File: src/rtl/uhpse_pkg.sv
package uhpse_pkg;

  localparam int NUM_PORTS = 4;
  localparam int PIDX_W    = (NUM_PORTS > 1) ? $clog2(NUM_PORTS) : 1;
  localparam logic [PIDX_W-1:0] LAST_PIDX = PIDX_W'(NUM_PORTS - 1);

  localparam logic [15:0] RESET_TICKS_DEF = 16'd50;

  // item opcodes
  typedef enum logic [2:0] {
    F_GET_STATUS = 3'd0,
    F_CLEAR_FEAT = 3'd1,
    F_SET_FEAT   = 3'd2,
    F_CONNECT    = 3'd3,
    F_DISCONNECT = 3'd4,
    F_OVERCUR    = 3'd5,
    F_TICK       = 3'd6
  } func_t;

  // register indexes
  localparam logic REG_RESET_TICKS    = 1'b0;
  localparam logic REG_POWER_SWITCHED = 1'b1;

  // feature selectors
  localparam logic [4:0] FEAT_C_HUB_LOCAL_POWER = 5'd0;
  localparam logic [4:0] FEAT_C_HUB_OVERCUR     = 5'd1;
  localparam logic [4:0] FEAT_PORT_RESET        = 5'd4;
  localparam logic [4:0] FEAT_PORT_POWER        = 5'd8;
  localparam logic [4:0] FEAT_C_PORT_FIRST      = 5'd16;
  localparam logic [4:0] FEAT_C_PORT_LAST       = 5'd21;
  localparam logic [4:0] FEAT_C_PORT_LINK       = 5'd23;

  // status / change bit positions
  localparam int ST_CONNECT = 0;
  localparam int ST_ENABLE  = 1;
  localparam int ST_OVERCUR = 3;
  localparam int ST_RESET   = 4;
  localparam int ST_POWER   = 8;
  localparam int ST_LOW     = 9;
  localparam int ST_HIGH    = 10;
  localparam int HUB_ST_OC  = 1;

  localparam int CH_CONNECT = 0;
  localparam int CH_ENABLE  = 1;
  localparam int CH_OVERCUR = 3;
  localparam int CH_RESET   = 4;
  localparam int CH_LINK    = 5;

  localparam int HUB_CH_OC  = 1;

  typedef enum logic [1:0] {
    S_IDLE,
    S_APPLY,
    S_TICK,
    S_REPORT
  } seq_state_t;

endpackage

File: src/rtl/usb_hub_port_status_engine.sv
// Channel   Direction  Handshake              Payload
// in_       request    in_valid / in_ready    func, port_number, feature,
//                                             attach_speed, overcurrent_level
// out_      result     out_valid / out_ready  port_status, port_change,
//                                             request_ok, change_bitmap
// cfg (APB) write/read psel, penable, pready  paddr, pwdata, prdata
//
// Sequence: a request is applied the cycle after accept, then goes to the
//   report step, which loads its result into the output register; a tick walks
//   the reset counters through one shared decrementer, one port per cycle,
//   before its report step.
//   in_ready is high only while the sequencer is idle.
// Reset: synchronous, active low; all port and hub state cleared,
//   reset_ticks = 50, power_switched = 1.
// Stalls: a finished result waits in the output register; the sequencer
//   holds in its report step until that register is free, while a new
//   request may already be taken once the sequencer is back to idle.
module usb_hub_port_status_engine
  import uhpse_pkg::*;
(
  input  logic        clk,
  input  logic        rst_n,

  input  logic        in_valid,
  output logic        in_ready,
  input  logic [2:0]  in_func,
  input  logic [3:0]  in_port_number,
  input  logic [4:0]  in_feature,
  input  logic [1:0]  in_attach_speed,
  input  logic        in_overcurrent_level,

  output logic        out_valid,
  input  logic        out_ready,
  output logic [15:0] out_port_status,
  output logic [5:0]  out_port_change,
  output logic        out_request_ok,
  output logic [15:0] out_change_bitmap,

  input  logic        psel,
  input  logic        penable,
  input  logic        pwrite,
  input  logic [2:0]  paddr,
  input  logic [31:0] pwdata,
  output logic [31:0] prdata,
  output logic        pready
);

  // configuration
  logic [15:0] reset_ticks_r;
  logic        power_switched_r;
  logic        cfg_wr;

  // sequencer
  seq_state_t        state_r, state_nxt;
  logic [PIDX_W-1:0] tick_idx_r, tick_idx_nxt;
  logic              accept;
  logic              out_load;

  // captured request
  func_t       func_r;
  logic [3:0]  port_r;
  logic [4:0]  feature_r;
  logic [1:0]  speed_r;
  logic        level_r;
  logic        ok_r, ok_nxt;

  // per-port state
  logic [NUM_PORTS-1:0] powered_r,   powered_nxt;
  logic [NUM_PORTS-1:0] connected_r, connected_nxt;
  logic [NUM_PORTS-1:0] enabled_r,   enabled_nxt;
  logic [NUM_PORTS-1:0] in_reset_r,  in_reset_nxt;
  logic [NUM_PORTS-1:0] overcur_r,   overcur_nxt;
  logic [1:0]           speed_st_r   [NUM_PORTS];
  logic [1:0]           speed_st_nxt [NUM_PORTS];
  logic [5:0]           chg_r        [NUM_PORTS];
  logic [5:0]           chg_nxt      [NUM_PORTS];
  logic [15:0]          cnt_r        [NUM_PORTS];
  logic [15:0]          cnt_nxt      [NUM_PORTS];

  logic       hub_oc_r,  hub_oc_nxt;
  logic [1:0] hub_chg_r, hub_chg_nxt;

  // addressed port
  logic [3:0]        port_m1;
  logic [PIDX_W-1:0] req_idx;
  logic [PIDX_W-1:0] tgt_idx;
  logic              port_ok;
  logic              is_hub;
  logic              tgt_power;
  logic [15:0]       reload;
  logic [15:0]       dec_val;
  logic [2:0]        clr_sel;

  // result
  logic [15:0] res_status;
  logic [5:0]  res_change;
  logic [15:0] res_bitmap;

  logic        out_valid_r;
  logic [15:0] out_status_r;
  logic [5:0]  out_change_r;
  logic        out_ok_r;
  logic [15:0] out_bitmap_r;

  //--------------------------------------------------------------------
  // APB config port: register i at byte address 4*i
  //--------------------------------------------------------------------
  assign pready = 1'b1;
  assign cfg_wr = psel && penable && pwrite && pready;

  always_ff @(posedge clk) begin
    if (!rst_n) begin
      reset_ticks_r    <= RESET_TICKS_DEF;
      power_switched_r <= 1'b1;
    end else if (cfg_wr) begin
      unique case (paddr[2])
        REG_RESET_TICKS:    reset_ticks_r    <= pwdata[15:0];
        REG_POWER_SWITCHED: power_switched_r <= pwdata[0];
        default: ;
      endcase
    end
  end

  always_comb begin
    unique case (paddr[2])
      REG_RESET_TICKS:    prdata = {16'd0, reset_ticks_r};
      REG_POWER_SWITCHED: prdata = {31'd0, power_switched_r};
      default:            prdata = 32'd0;
    endcase
  end

  //--------------------------------------------------------------------
  // Sequencer
  //--------------------------------------------------------------------
  assign accept   = in_valid && in_ready;
  assign out_load = (state_r == S_REPORT) && (!out_valid_r || out_ready);

  always_comb begin
    state_nxt = state_r;
    unique case (state_r)
      S_IDLE: begin
        if (in_valid) begin
          state_nxt = (func_t'(in_func) == F_TICK) ? S_TICK : S_APPLY;
        end
      end
      S_APPLY: state_nxt = S_REPORT;
      S_TICK: begin
        if (tick_idx_r == LAST_PIDX) begin
          state_nxt = S_REPORT;
        end
      end
      S_REPORT: begin
        if (!out_valid_r || out_ready) begin
          state_nxt = S_IDLE;
        end
      end
      default: state_nxt = S_IDLE;
    endcase
  end

  always_comb begin
    in_ready     = (state_r == S_IDLE);
    tick_idx_nxt = tick_idx_r;
    unique case (state_r)
      S_IDLE:   tick_idx_nxt = '0;
      S_TICK:   tick_idx_nxt = tick_idx_r + 1'b1;
      S_APPLY:  tick_idx_nxt = tick_idx_r;
      S_REPORT: tick_idx_nxt = tick_idx_r;
      default:  tick_idx_nxt = '0;
    endcase
  end

  always_ff @(posedge clk) begin
    if (!rst_n) begin
      state_r    <= S_IDLE;
      tick_idx_r <= '0;
      ok_r       <= 1'b0;
    end else begin
      state_r    <= state_nxt;
      tick_idx_r <= tick_idx_nxt;
      ok_r       <= ok_nxt;
    end
  end

  always_ff @(posedge clk) begin
    if (accept) begin
      func_r    <= func_t'(in_func);
      port_r    <= in_port_number;
      feature_r <= in_feature;
      speed_r   <= in_attach_speed;
      level_r   <= in_overcurrent_level;
    end
  end

  //--------------------------------------------------------------------
  // Shared per-port update unit: one port touched per cycle
  //--------------------------------------------------------------------
  assign port_m1   = port_r - 4'd1;
  assign req_idx   = port_m1[PIDX_W-1:0];
  assign port_ok   = (port_r <= 4'(NUM_PORTS));
  assign is_hub    = (port_r == 4'd0);
  assign tgt_idx   = (state_r == S_TICK) ? tick_idx_r : req_idx;
  assign tgt_power = !power_switched_r || powered_r[tgt_idx];
  assign reload    = (reset_ticks_r != 16'd0) ? reset_ticks_r : 16'd1;
  assign dec_val   = (cnt_r[tgt_idx] != 16'd0) ? (cnt_r[tgt_idx] - 16'd1) : 16'd0;
  assign clr_sel   = (feature_r == FEAT_C_PORT_LINK) ? 3'(CH_LINK)
                                                     : feature_r[2:0] - 3'd0;

  always_comb begin
    powered_nxt   = powered_r;
    connected_nxt = connected_r;
    enabled_nxt   = enabled_r;
    in_reset_nxt  = in_reset_r;
    overcur_nxt   = overcur_r;
    speed_st_nxt  = speed_st_r;
    chg_nxt       = chg_r;
    cnt_nxt       = cnt_r;
    hub_oc_nxt    = hub_oc_r;
    hub_chg_nxt   = hub_chg_r;
    ok_nxt        = ok_r;

    unique case (state_r)
      S_TICK: begin
        ok_nxt = 1'b1;
        if (in_reset_r[tgt_idx]) begin
          cnt_nxt[tgt_idx] = dec_val;
          if (dec_val == 16'd0) begin
            in_reset_nxt[tgt_idx]           = 1'b0;
            enabled_nxt[tgt_idx]            = 1'b1;
            chg_nxt[tgt_idx][CH_RESET]      = 1'b1;
          end
        end
      end

      S_APPLY: begin
        ok_nxt = 1'b0;
        if (!port_ok) begin
          ok_nxt = 1'b0;
        end else if (is_hub) begin
          unique case (func_r)
            F_GET_STATUS: ok_nxt = 1'b1;
            F_CLEAR_FEAT: begin
              if (feature_r == FEAT_C_HUB_LOCAL_POWER ||
                  feature_r == FEAT_C_HUB_OVERCUR) begin
                hub_chg_nxt[feature_r[0]] = 1'b0;
                ok_nxt = 1'b1;
              end
            end
            F_OVERCUR: begin
              if (hub_oc_r != level_r) begin
                hub_chg_nxt[HUB_CH_OC] = 1'b1;
              end
              hub_oc_nxt = level_r;
              ok_nxt     = 1'b1;
            end
            default: ok_nxt = 1'b0;
          endcase
        end else begin
          unique case (func_r)
            F_GET_STATUS: ok_nxt = 1'b1;
            F_CLEAR_FEAT: begin
              // change-bit clears: 16..21 map to bits 0..5, 23 to link state
              if ((feature_r >= FEAT_C_PORT_FIRST && feature_r <= FEAT_C_PORT_LAST) ||
                  feature_r == FEAT_C_PORT_LINK) begin
                chg_nxt[tgt_idx] = chg_r[tgt_idx] & ~(6'd1 << clr_sel);
                ok_nxt = 1'b1;
              end
            end
            F_SET_FEAT: begin
              if (feature_r == FEAT_PORT_POWER) begin
                powered_nxt[tgt_idx] = 1'b1;
                ok_nxt = 1'b1;
              end else if (feature_r == FEAT_PORT_RESET) begin
                if (connected_r[tgt_idx] && tgt_power) begin
                  enabled_nxt[tgt_idx]  = 1'b0;
                  in_reset_nxt[tgt_idx] = 1'b1;
                  cnt_nxt[tgt_idx]      = reload;
                end
                ok_nxt = 1'b1;
              end
            end
            F_CONNECT: begin
              if (!connected_r[tgt_idx]) begin
                chg_nxt[tgt_idx][CH_CONNECT] = 1'b1;
              end
              connected_nxt[tgt_idx] = 1'b1;
              speed_st_nxt[tgt_idx]  = (speed_r > 2'd2) ? 2'd2 : speed_r;
              ok_nxt = 1'b1;
            end
            F_DISCONNECT: begin
              if (connected_r[tgt_idx]) begin
                chg_nxt[tgt_idx][CH_CONNECT] = 1'b1;
              end
              connected_nxt[tgt_idx] = 1'b0;
              speed_st_nxt[tgt_idx]  = 2'd0;
              enabled_nxt[tgt_idx]   = 1'b0;
              in_reset_nxt[tgt_idx]  = 1'b0;
              cnt_nxt[tgt_idx]       = 16'd0;
              ok_nxt = 1'b1;
            end
            F_OVERCUR: begin
              if (overcur_r[tgt_idx] != level_r) begin
                chg_nxt[tgt_idx][CH_OVERCUR] = 1'b1;
              end
              overcur_nxt[tgt_idx] = level_r;
              if (level_r) begin
                // power loss drops enable and any reset in flight
                if (enabled_r[tgt_idx]) begin
                  chg_nxt[tgt_idx][CH_ENABLE] = 1'b1;
                end
                powered_nxt[tgt_idx]  = 1'b0;
                enabled_nxt[tgt_idx]  = 1'b0;
                in_reset_nxt[tgt_idx] = 1'b0;
                cnt_nxt[tgt_idx]      = 16'd0;
              end
              ok_nxt = 1'b1;
            end
            default: ok_nxt = 1'b0;
          endcase
        end
      end

      S_IDLE:   ;
      S_REPORT: ;
      default:  ;
    endcase
  end

  always_ff @(posedge clk) begin
    if (!rst_n) begin
      powered_r   <= '0;
      connected_r <= '0;
      enabled_r   <= '0;
      in_reset_r  <= '0;
      overcur_r   <= '0;
      hub_oc_r    <= 1'b0;
      hub_chg_r   <= 2'd0;
      for (int i = 0; i < NUM_PORTS; i++) begin
        speed_st_r[i] <= 2'd0;
        chg_r[i]      <= 6'd0;
        cnt_r[i]      <= 16'd0;
      end
    end else begin
      powered_r   <= powered_nxt;
      connected_r <= connected_nxt;
      enabled_r   <= enabled_nxt;
      in_reset_r  <= in_reset_nxt;
      overcur_r   <= overcur_nxt;
      hub_oc_r    <= hub_oc_nxt;
      hub_chg_r   <= hub_chg_nxt;
      speed_st_r  <= speed_st_nxt;
      chg_r       <= chg_nxt;
      cnt_r       <= cnt_nxt;
    end
  end

  //--------------------------------------------------------------------
  // Result formatting
  //--------------------------------------------------------------------
  always_comb begin
    res_status = 16'd0;
    res_change = 6'd0;
    if (ok_r && port_ok) begin
      if (is_hub) begin
        res_status[HUB_ST_OC] = hub_oc_r;
        res_change            = {4'd0, hub_chg_r};
      end else begin
        if (connected_r[req_idx]) begin
          res_status[ST_CONNECT] = 1'b1;
          res_status[ST_LOW]     = (speed_st_r[req_idx] == 2'd0);
          res_status[ST_HIGH]    = (speed_st_r[req_idx] >= 2'd2);
        end
        res_status[ST_ENABLE]  = enabled_r[req_idx];
        res_status[ST_OVERCUR] = overcur_r[req_idx];
        res_status[ST_RESET]   = in_reset_r[req_idx];
        res_status[ST_POWER]   = !power_switched_r || powered_r[req_idx];
        res_change             = chg_r[req_idx];
      end
    end
  end

  always_comb begin
    res_bitmap    = 16'd0;
    res_bitmap[0] = (hub_chg_r != 2'd0);
    for (int i = 0; i < NUM_PORTS; i++) begin
      res_bitmap[i+1] = (chg_r[i] != 6'd0);
    end
  end

  always_ff @(posedge clk) begin
    if (!rst_n) begin
      out_valid_r <= 1'b0;
    end else if (out_load) begin
      out_valid_r <= 1'b1;
    end else if (out_ready) begin
      out_valid_r <= 1'b0;
    end
  end

  always_ff @(posedge clk) begin
    if (out_load) begin
      out_status_r <= res_status;
      out_change_r <= res_change;
      out_ok_r     <= ok_r;
      out_bitmap_r <= res_bitmap;
    end
  end

  assign out_valid         = out_valid_r;
  assign out_port_status   = out_status_r;
  assign out_port_change   = out_change_r;
  assign out_request_ok    = out_ok_r;
  assign out_change_bitmap = out_bitmap_r;

`ifndef SYNTHESIS
  // a port never reports enabled while its reset is still running
  a_enable_vs_reset: assert property (@(posedge clk) disable iff (!rst_n)
    (enabled_r & in_reset_r) == '0)
    else $error("port enabled during reset");

  // an accepted request always leaves idle
  a_accept_leaves_idle: assert property (@(posedge clk) disable iff (!rst_n)
    accept |=> state_r != S_IDLE)
    else $error("sequencer stayed idle after accept");

  // port status only moves while a request is being applied
  a_chg_quiet_idle: assert property (@(posedge clk) disable iff (!rst_n)
    (state_r == S_IDLE || state_r == S_REPORT) |=>
      ($stable(connected_r) && $stable(in_reset_r) && $stable(enabled_r)))
    else $error("port status moved outside apply/tick");

  // a result is loaded only into a free or draining output register
  a_no_overwrite: assert property (@(posedge clk) disable iff (!rst_n)
    out_load |-> (!out_valid_r || out_ready))
    else $error("result overwritten");

  // tick sweep ends by reporting
  a_tick_sweep_end: assert property (@(posedge clk) disable iff (!rst_n)
    (state_r == S_TICK && tick_idx_r == LAST_PIDX) |=> state_r == S_REPORT)
    else $error("tick sweep did not finish");
`endif

endmodule

File: config.mk
export PLATFORM = sky130hd
export DESIGN_NAME = usb_hub_port_status_engine
export DESIGN_NICKNAME = d
export VERILOG_FILES = /design/src/rtl/uhpse_pkg.sv /design/src/rtl/usb_hub_port_status_engine.sv
export SDC_FILE = /design/constraint.sdc
export NUM_CORES = 1
export LEC_CHECK = 0
export BUFFER_PORTS_ARGS = -buffer_cell sky130_fd_sc_hd__buf_2
export CAP_MARGIN = 20
export CORE_MARGIN = 4
export CORE_UTILIZATION = 50
export CTS_CLUSTER_DIAMETER = 30
export CTS_CLUSTER_SIZE = 30
export DETAILED_ROUTE_END_ITERATION = 7
export PLACE_DENSITY_LB_ADDON = 0.25
export SETUP_SLACK_MARGIN = 0.15
export SYNTH_ARGS = -nofsm -noshare
export SYNTH_HDL_FRONTEND = slang
export SYNTH_SLANG_ARGS = --single-unit
export TNS_END_PERCENT = 100
File: constraint.sdc
create_clock -name clk -period 10.93 [get_ports clk]
set_input_delay 0 -clock clk [delete_from_list [all_inputs] [get_ports clk]]
set_output_delay 0 -clock clk [all_outputs]
set_load 0.01 [all_outputs]
==> results of run 1 <==
==> cell families after synthesis <==
group | synth area share
XOR/XNOR | 0.00580
AND/OR/NAND/NOR | 0.210
flip-flops | 0.366
other | 0.000711
buffers and inverters | 0.0651
multiplexers | 0.0995
adder cells (fa/ha/maj) | 0.0107
AO/OA/AOI/OAI | 0.242
==> layout make-up <==
cell class | count | area (µm²)
fillers | 1803 | 8580
repair buffers | 129 | 871
well taps | 270 | 338
clock buffers | 18 | 450
inverters | 16 | 60.1
clock inverters | 14 | 138
multi-input cells | 928 | 6190
flip-flops and latches | 176 | 3860
==> power by group through the flow <==
stage / Sequential (W) / Clock, W / Combinational, W
6_report: 0.000893 / 0.000612 / 0.00223
4_1_cts: 0.000888 / 0.000616 / 0.00216
5_1_grt: 0.000905 / 0.000646 / 0.00239
2_1_floorplan: 0.000860 / 0 / 0.00158
3_3_place_gp: 0.000899 / 0 / 0.00213
3_5_place_dp: 0.000901 / 0 / 0.00214
==> critical path, stage by stage, from the launching register on <==
cell and delay (ns):
edfxtp_1 0.33, buf_4 0.31, inv_1 0.08, ha_1 0.28, buf_4 0.29, nand2b_2 0.13, nand2_4 0.49, mux4_2 0.63
inv_1 0.08, ha_1 0.18, nand4_1 0.20, a21o_1 0.30, or3_1 0.36, a32oi_2 0.34, nand3b_1 0.23, o31ai_4 0.38
nand2_1 0.26, or4b_1 0.63, o21a_1 0.22
==> cell usage in the layout, fill, tap and decap left out, drive strengths merged, types with 39 or more instances in the layout <==
cell type	instances
a22o	60
dfxtp	142
buf	96
a22oi	56
a21oi	62
a211oi	50
nor2	148
nand2	148
mux4	39
o21ai	51
==> flip-flops by register name, summed over array words and instances, names as in the netlist, 2 cells and up, named ones only <==
name               count
out_port_status        7
port_r                 4
cnt_r                 64
speed_r                2
feature_r              5
reset_ticks_r         16
out_port_change        6
state_r                2
hub_chg_r              2
func_r                 3
tick_idx_r             2
chg_r                 24
overcur_r              4
out_change_bitmap      5
speed_st_r             8
==> metal layers <==
layer	vias to the layer above	wire, µm	global-route usage
met1	4737	13800	0.388
li1	4587	-	-
met4	0	760	0.0812
met2	601	14700	0.411
met5	-	0	0
met3	78	3720	0.0712
==> per-stage QoR <==
| step | instance area (µm²) | util | std cells |
|---|---|---|---|
| after detailed placement | 11000 | 0.536 | 1485 |
| after global placement | 11000 | 0.536 | 1485 |
| after CTS | 11900 | 0.580 | 1550 |
| after floorplan | 10700 | - | 1244 |
| after global routing | 11900 | 0.581 | 1551 |
| final | 11900 | 0.581 | 1551 |
==> worst max-delay path by stage <==
stage	to	slack, ns	cells after the start
finish	chg_r[16]	5.07	18
global route	chg_r[16]	4.77	18
CTS	chg_r[16]	5.13	18
floorplan	chg_r[14]	5.68	20
global placement	chg_r[14]	5.23	18
detailed placement	chg_r[16]	5.17	18
==> what timing repair did <==
action	4_1_cts	5_1_grt
endpoints found under the setup margin	0	0
hold buffers	33	0
endpoints found under the hold margin	33	0
==> flow_summary.ini, run 1 <==
[placed_design]
portBuffers = 75
gp_congestion = 0.966
dp_hpwl_um = 21400
dp_slack_ns = 5.17

[layout]
synthToLayoutAreaGrowth_pct = 12.7
layout-drive-gt1-share = 0.160
diodes = 0
layout.nets = 1334

[synth]
syn_avg_cell_area_um2 = 8.74
synth.yosys.seq_area_share = 0.366
yosys_register_bits = 176
netlist_area_um2 = 10600
synth-main-ff-cell = dfxtp_1
synth_top_area_share = 0.269
synth_cells = 1209
synth_area_leaders = dfxtp_1 27%, edfxtp_1 9.7%, mux4_2 8.3%
yosysWarnings = 0
netlist_top_cells_count = 146 x nand2_1, 146 x nor2_1, 142 x dfxtp_1, 75 x clkbuf_1, 62 x a21oi_1
synth_area_leader_cell = dfxtp_1
synth_edf_count = 34
async_flop_share = 0
ys_types = 87

[power_and_ir_drop]
combPwrFrac = 0.597
p_sw_frac = 0.514
vdd_drop_max_uv = 178
seqPwrFrac = 0.239
p_clk_frac = 0.164
p_leak_nw = 4.23
power.density_nw_per_um2 = 313
power_w = 0.00373
p_sw_w = 0.00192
internal-power_w = 0.00181

[clock_tree]
cts_root_buf = clkbuf_16
clock_sinks = 176
cts_tree = yes
postCtsSetupRepairBufs = 0
cts_buffers = 17
cts_resized = 0
clk_path_buf_depth = 2
insertion_delay_ns = 0.44
htreeDepth = 4
path_clk_slew_ns = 0.08

[timing]
rsz0062_at_grt = no
min_period_ns = 5.86
fmax_mhz = 171
hold_ws_ns = 0.00610
max-slew-margin-rel = 0.319
slew_violations = 0
tightestPinTransition_ns = 1.02
setup_viol = 0
fin_ws_ns = 5.07
setup_tns_ns = 0
fin_skew_ns = 0.0120
hold_viol_final = 0
fin_crit_sh = 0.536

[grt]
grt_max_degree = 85
globalRouteTotalUtil = 0.273
antenna_found_initial = 0
grt_pass1_wl_um = 51600
grt_overflow_total = 0
first_global_vias = 9170

[setup_path]
rr_worst_depth = 18
cp.required_ns = 11.26
cp_max_fo = 33
crit_type = flip-flop to flip-flop
worstReg2RegEnd = chg_r[16]
cp-start-kind = flip-flop
worst_setup_path_end_kind = flip-flop
r2r_setup_slack_ns = 5.07
crit_arrival_ns = 6.19
r2r-start = port_r[0]
crit_start = port_r[0]

[run]
cap_violations = 0

[floorplanning]
die-area_um2 = 23500
start_util = 0.516
core-area_um2 = 20500
rows = 52
io_pins = 131
die_height_um = 153
die_x_um = 153

[routing]
via_count = 10003
drt_iter0_drc = 1178
first_pass_iters = 5
vias_per_cell = 6.45
drc = 0
wl_per_cell_um = 21.3
wirelength_um = 33000
drtAntennaViolNets = 0

[hold_path]
hold_class = primary input to flip-flop
hold_end = state_r[0]
holdPathStages = 4
hp-start = in_valid

[status]
status = complete, no violations
(Power assumes the default switching activity.)
==> run 2, diff against run 1 <==
==> constraint.sdc (replaced) <==
create_clock -name clk -period 5.5 [get_ports clk]
set_input_delay 0 -clock clk [delete_from_list [all_inputs] [get_ports clk]]
set_output_delay 0 -clock clk [all_outputs]
set_load 0.01 [all_outputs]
==> run 2 against run 1 <==
  * Via count up 1.8%
  * Worst hold slack gained 0.055 ns
  * Sequential share of layout area fell by 0.26 points
  * Die area unchanged
  * Clock power rose by 100%
  * Clock skew is essentially flat
  * Register-to-register slack got worse by 4.6 ns
==> flow_summary.ini, run 2 (synthesis gave the netlist of run 1 again) <==
[status]
status = complete, no violations

[grt]
grt_pass1_wl_um = 53500
grt_overflow_total = 0
grt_max_degree = 72
first_global_vias = 9637
globalRouteTotalUtil = 0.282
antenna_found_initial = 0

[clock_tree]
htreeDepth = 4
cts_buffers = 17
clock_sinks = 176
insertion_delay_ns = 0.45
clk_path_buf_depth = 2
path_clk_slew_ns = 0.07
cts_tree = yes
cts_root_buf = clkbuf_16

[timing]
slew_violations = 0
setup_tns_ns = 0
hold_viol_final = 0
fmax_mhz = 198
fin_crit_sh = 0.920
rsz0062_at_grt = no
max-slew-margin-rel = 0.284
setup_viol = 0
tightestPinTransition_ns = 1.07
min_period_ns = 5.06
fin_skew_ns = 0.0117

[layout]
top_regs = cnt_r (64), chg_r (24), reset_ticks_r (16)
diodes = 0
design_area_um2 = 12000
largest_reg_flops = 64
multi_input_area_um2 = 6170
layout_common_cells = 146 x nor2_1, 146 x nand2_1, 142 x dfxtp_1
stdcell_count = 1565
seqCellArea_um2 = 3860
synthToLayoutAreaGrowth_pct = 13.6
nFillCells = 1820
layout-drive-gt1-share = 0.168
layout.nets = 1348
largest_register = cnt_r
final_util = 0.586

[setup_path]
crit_type = flip-flop to flip-flop
crit_slowest_cell = or4b_1
worstReg2RegEnd = chg_r[10]
worst_setup_path_end_kind = flip-flop
crit_arrival_ns = 5.39
cp_cell_sequence = inv_1 -> ha_1 -> nand2b_2 -> nand2_4 -> mux4_2 -> inv_1 -> ha_1 -> nand4_1 -> a21o_1 -> or3_1 -> a32oi_2 -> nand3b_1 -> o31ai_4 -> nand2_1 -> or4b_1 -> o21a_1
r2r-start = state_r[0]
crit_path_max_incr_delay_ns = 0.62
cp.required_ns = 5.84
cp-start-kind = flip-flop
r2r_setup_slack_ns = 0.44
rr_worst_depth = 16
cp_max_fo = 18

[floorplanning]
die-area_um2 = 23500
io_pins = 131
core-area_um2 = 20500
rows = 52
die_height_um = 153
start_util = 0.516
die_x_um = 153

[run]
cap_violations = 0

[placed_design]
dp_hpwl_um = 22300
dpl_cell_area_um2 = 11100
portBuffers = 75
dp.cells = 1498
gp_congestion = 0.980

[power_and_ir_drop]
p_leak_nw = 4.30
power.density_nw_per_um2 = 626
power_w = 0.00751
vdd_drop_max_uv = 337

[routing]
first_pass_iters = 8
drc = 0
via_count = 10185
wl_per_cell_um = 21.3
drt_iter0_drc = 1277
wirelength_um = 33400
drtAntennaViolNets = 0
vias_per_cell = 6.51

[hold_path]
holdPathStages = 3
hold_class = primary input to flip-flop
hp-start = rst_n
hold_end = power_switched_r
run 2: cell types whose count changed in the layout (fill, tap and decap cells not counted), moves of 2 or more:
cell	delta
a21oi_2	+3
inv_6	-3
clkinv_2	-2
inv_8	+2
a21oi_4	-3
clkinv_4	+3
nor2_1	+2
buf_4	+13
nor2_2	-2
run 2: area by class of cell:
type / instances / share of cell area
well taps: 270 / 0.0281
multi-input cells: 928 / 0.513
clock inverters: 15 / 0.0143
clock buffers: 17 / 0.0354
flip-flops and latches: 176 / 0.322
repair buffers: 143 / 0.0819
inverters: 16 / 0.00500
run 2: worst max path at each step:
stage	start	depth (start not counted)	to	slack, ns
after floorplan	port_r[0]	20	chg_r[14]	0.25
after global placement	state_r[0]	16	chg_r[20]	0.57
after detailed placement	state_r[0]	16	chg_r[4]	0.43
after CTS	state_r[0]	16	chg_r[10]	0.39
after global routing	state_r[0]	16	chg_r[4]	0.20
final	state_r[0]	16	chg_r[10]	0.44
run 2: metal layers:
layer / global-route usage / wire, µm
met4: 0.0942 / 823
met3: 0.0749 / 3740
met1: 0.398 / 13900
met2: 0.423 / 14900
met5: 0 / 0
run 2: report_power, final:
part | leakage, nW | switching (W) | internal [W]
combinational | 2.54 | 0.00299 | 0.00150
clock | 0.289 | 0.000597 | 0.000648
sequential | 1.47 | 0.000230 | 0.00155
total | 4.30 | 0.00381 | 0.00370
run 2: what timing repair did:
item / in CTS / in global routing
hold endpoints to repair: 34 / 0
setup buffers: 0 / 0
resized for setup: 0 / 1
setup endpoints to repair: 0 / 4
hold buffers: 34 / 0
run 2: critical path: cells and delay by family (launching register included):
kind / cells / cell delay (ns)
mux: 1 / 0.59
fa+ha+maj: 2 / 0.43
simple gates: 7 / 2.16
flops: 1 / 0.39
buf+inv: 2 / 0.20
compound gates: 4 / 1.19
run 2: through the flow:
| stage | worst slack, ns | hold slack [ns] |
|---|---|---|
| 2_1_floorplan | 0.247 | 0.0989 |
| 3_3_place_gp | 0.567 | 0.177 |
| 3_5_place_dp | 0.431 | 0.178 |
| 4_1_cts | 0.393 | 0.0306 |
| 5_1_grt | 0.197 | 0.0804 |
| 6_report | 0.442 | 0.0607 |
==> run 3, diff against run 2 <==
==> constraint.sdc (replaced) <==
create_clock -name clk -period 5.5 [get_ports clk]
set_input_delay 0.275 -clock clk [delete_from_list [all_inputs] [get_ports clk]]
set_output_delay 0.275 -clock clk [all_outputs]
set_load 0.01 [all_outputs]
==> run 3 against run 2 <==
  * Cell count fell by 1.9%
  * Global-route usage down 1.1 points
  * Die area unchanged
  * Utilization decreased by 1.2 points
  * Flip-flop and latch count stayed put
  * Critical path type unchanged
==> flow_summary.ini, run 3 (synthesis gave the netlist of run 1 again) <==
[routing]
wl_per_cell_um = 21.3
drt_iter0_drc = 1078
via_count = 9997
drc = 0
first_pass_iters = 6
vias_per_cell = 6.51
wirelength_um = 32700
drtAntennaViolNets = 0

[grt]
antenna_found_initial = 0
top_usage_layer = met2
grt_util_met3 = 0.0616
grt_max_degree = 67
grtUsageMet1 = 0.386
globalRouteTotalUtil = 0.272
grt_overflow_total = 0
first_global_vias = 9302
met2_usage = 0.405
grt_pass1_wl_um = 51500

[timing]
fin_skew_ns = 0.0139
hold_viol_final = 0
fin_crit_sh = 0.913
setup_viol = 0
min_period_ns = 5.02
setup_tns_ns = 0
rsz0062_at_grt = no
fmax_mhz = 199
slew_violations = 0
max-slew-margin-rel = 0.370
tightestPinTransition_ns = 0.941

[setup_path]
crit_path_max_incr_delay_ns = 0.66
worstReg2RegEnd = chg_r[14]
crit_type = flip-flop to flip-flop
cp_cell_sequence = inv_1 -> ha_1 -> nand2b_2 -> nand2_4 -> mux4_2 -> inv_1 -> ha_1 -> nand4_1 -> a21o_1 -> or3_1 -> a32oi_2 -> nand3b_1 -> o31ai_4 -> nand4_2 -> or4b_4 -> a2bb2o_4
worst_setup_path_end_kind = flip-flop
crit_arrival_ns = 5.41
crit_slowest_cell = or4b_4
r2r_setup_slack_ns = 0.48
crit_start = port_r[0]
cp_max_fo = 10
rr_worst_depth = 16
crit_end = chg_r[14]
cp.required_ns = 5.89
cp-start-kind = flip-flop
r2r-start = port_r[0]

[clock_tree]
postCtsSetupRepairBufs = 0
path_clk_slew_ns = 0.07
insertion_delay_ns = 0.44
cts_root_buf = clkbuf_16
clock_sinks = 176
htreeDepth = 4
cts_tree = yes
cts_buffers = 17
clk_path_buf_depth = 2

[floorplanning]
die_height_um = 153
die_x_um = 153
io_pins = 131
rows = 52
die-area_um2 = 23500
start_util = 0.516
core-area_um2 = 20500

[layout]
synthToLayoutAreaGrowth_pct = 11.2
layout.nets = 1318
stdcell_count = 1535
largest_reg_flops = 64
layout_common_cells = 146 x nor2_1, 146 x nand2_1, 142 x dfxtp_1
largest_register = cnt_r
final_util = 0.574
top_regs = cnt_r (64), chg_r (24), reset_ticks_r (16)
diodes = 0
layout-drive-gt1-share = 0.170

[placed_design]
dp_hpwl_um = 22000
portBuffers = 75
gp_congestion = 0.950
dp.cells = 1497

[run]
cap_violations = 0

[power_and_ir_drop]
vdd_drop_max_uv = 315
p_leak_nw = 4.19
power.density_nw_per_um2 = 641

[hold_path]
hold_class = primary input to flip-flop
hp-start = in_feature[1]

[status]
status = complete, no violations
-- run 3: routing by layer --
layer  vias to the layer above  wire length (µm)
li1                       4535                 -
met4                         0               866
met1                      4768             13800
met2                       612             14500
met5                         -                 0
met3                        82              3530
-- run 3: how the worst min path moves through the flow --
stage	endpoint	slack (ns)	cells after the start
2_1_floorplan	feature_r[0]	0.37	0
3_3_place_gp	hub_chg_r[0]	0.44	2
3_5_place_dp	hub_chg_r[0]	0.44	2
4_1_cts	feature_r[4]	0.001	1
5_1_grt	feature_r[2]	0.003	1
6_report	feature_r[1]	0.009	1
-- run 3: per-stage QoR --
stage	power, W	setup WS [ns]	hold WS, ns	instance area (µm²)
after floorplan	0.00484	0.247	0.374	10700
after global placement	0.00603	0.521	0.442	11100
after detailed placement	0.00609	0.394	0.444	11100
after CTS	0.00740	0.375	0.00110	11700
after global routing	0.00795	0.246	0.00309	11800
final	0.00753	0.479	0.00874	11800
-- run 3: layout make-up --
class                      instances  area (µm²)
clock inverter                    10         136
sequential                       176        3860
tap                              270         338
clock buffer                      22         497
inverter                          16        60.1
fill                            1874        8740
multi-input combinational        928        6170
timing repair buffer             113         693
-- run 3: power breakdown --
group / internal [W] / leakage, nW / switching, W
clock: 0.000750 / 0.308 / 0.000554
sequential: 0.00155 / 1.47 / 0.000227
combinational: 0.00148 / 2.41 / 0.00296
total: 0.00379 / 4.19 / 0.00375
-- run 3: repair_timing --
action | CTS | global route
hold buffers | 4 | 1
endpoints found under the hold margin | 4 | 1
setup endpoints to repair | 0 | 8
resized for setup | 0 | 1
-- run 3: worst max-delay path, delay by kind of cell (launching register included) --
family,cells,cell delay [ns]
AND/OR/NAND/NOR,7,2.04
AO/OA/AOI/OAI,4,1.18
multiplexers,1,0.58
adder cells (fa/ha/maj),2,0.52
flip-flops,1,0.49
buffers and inverters,2,0.16
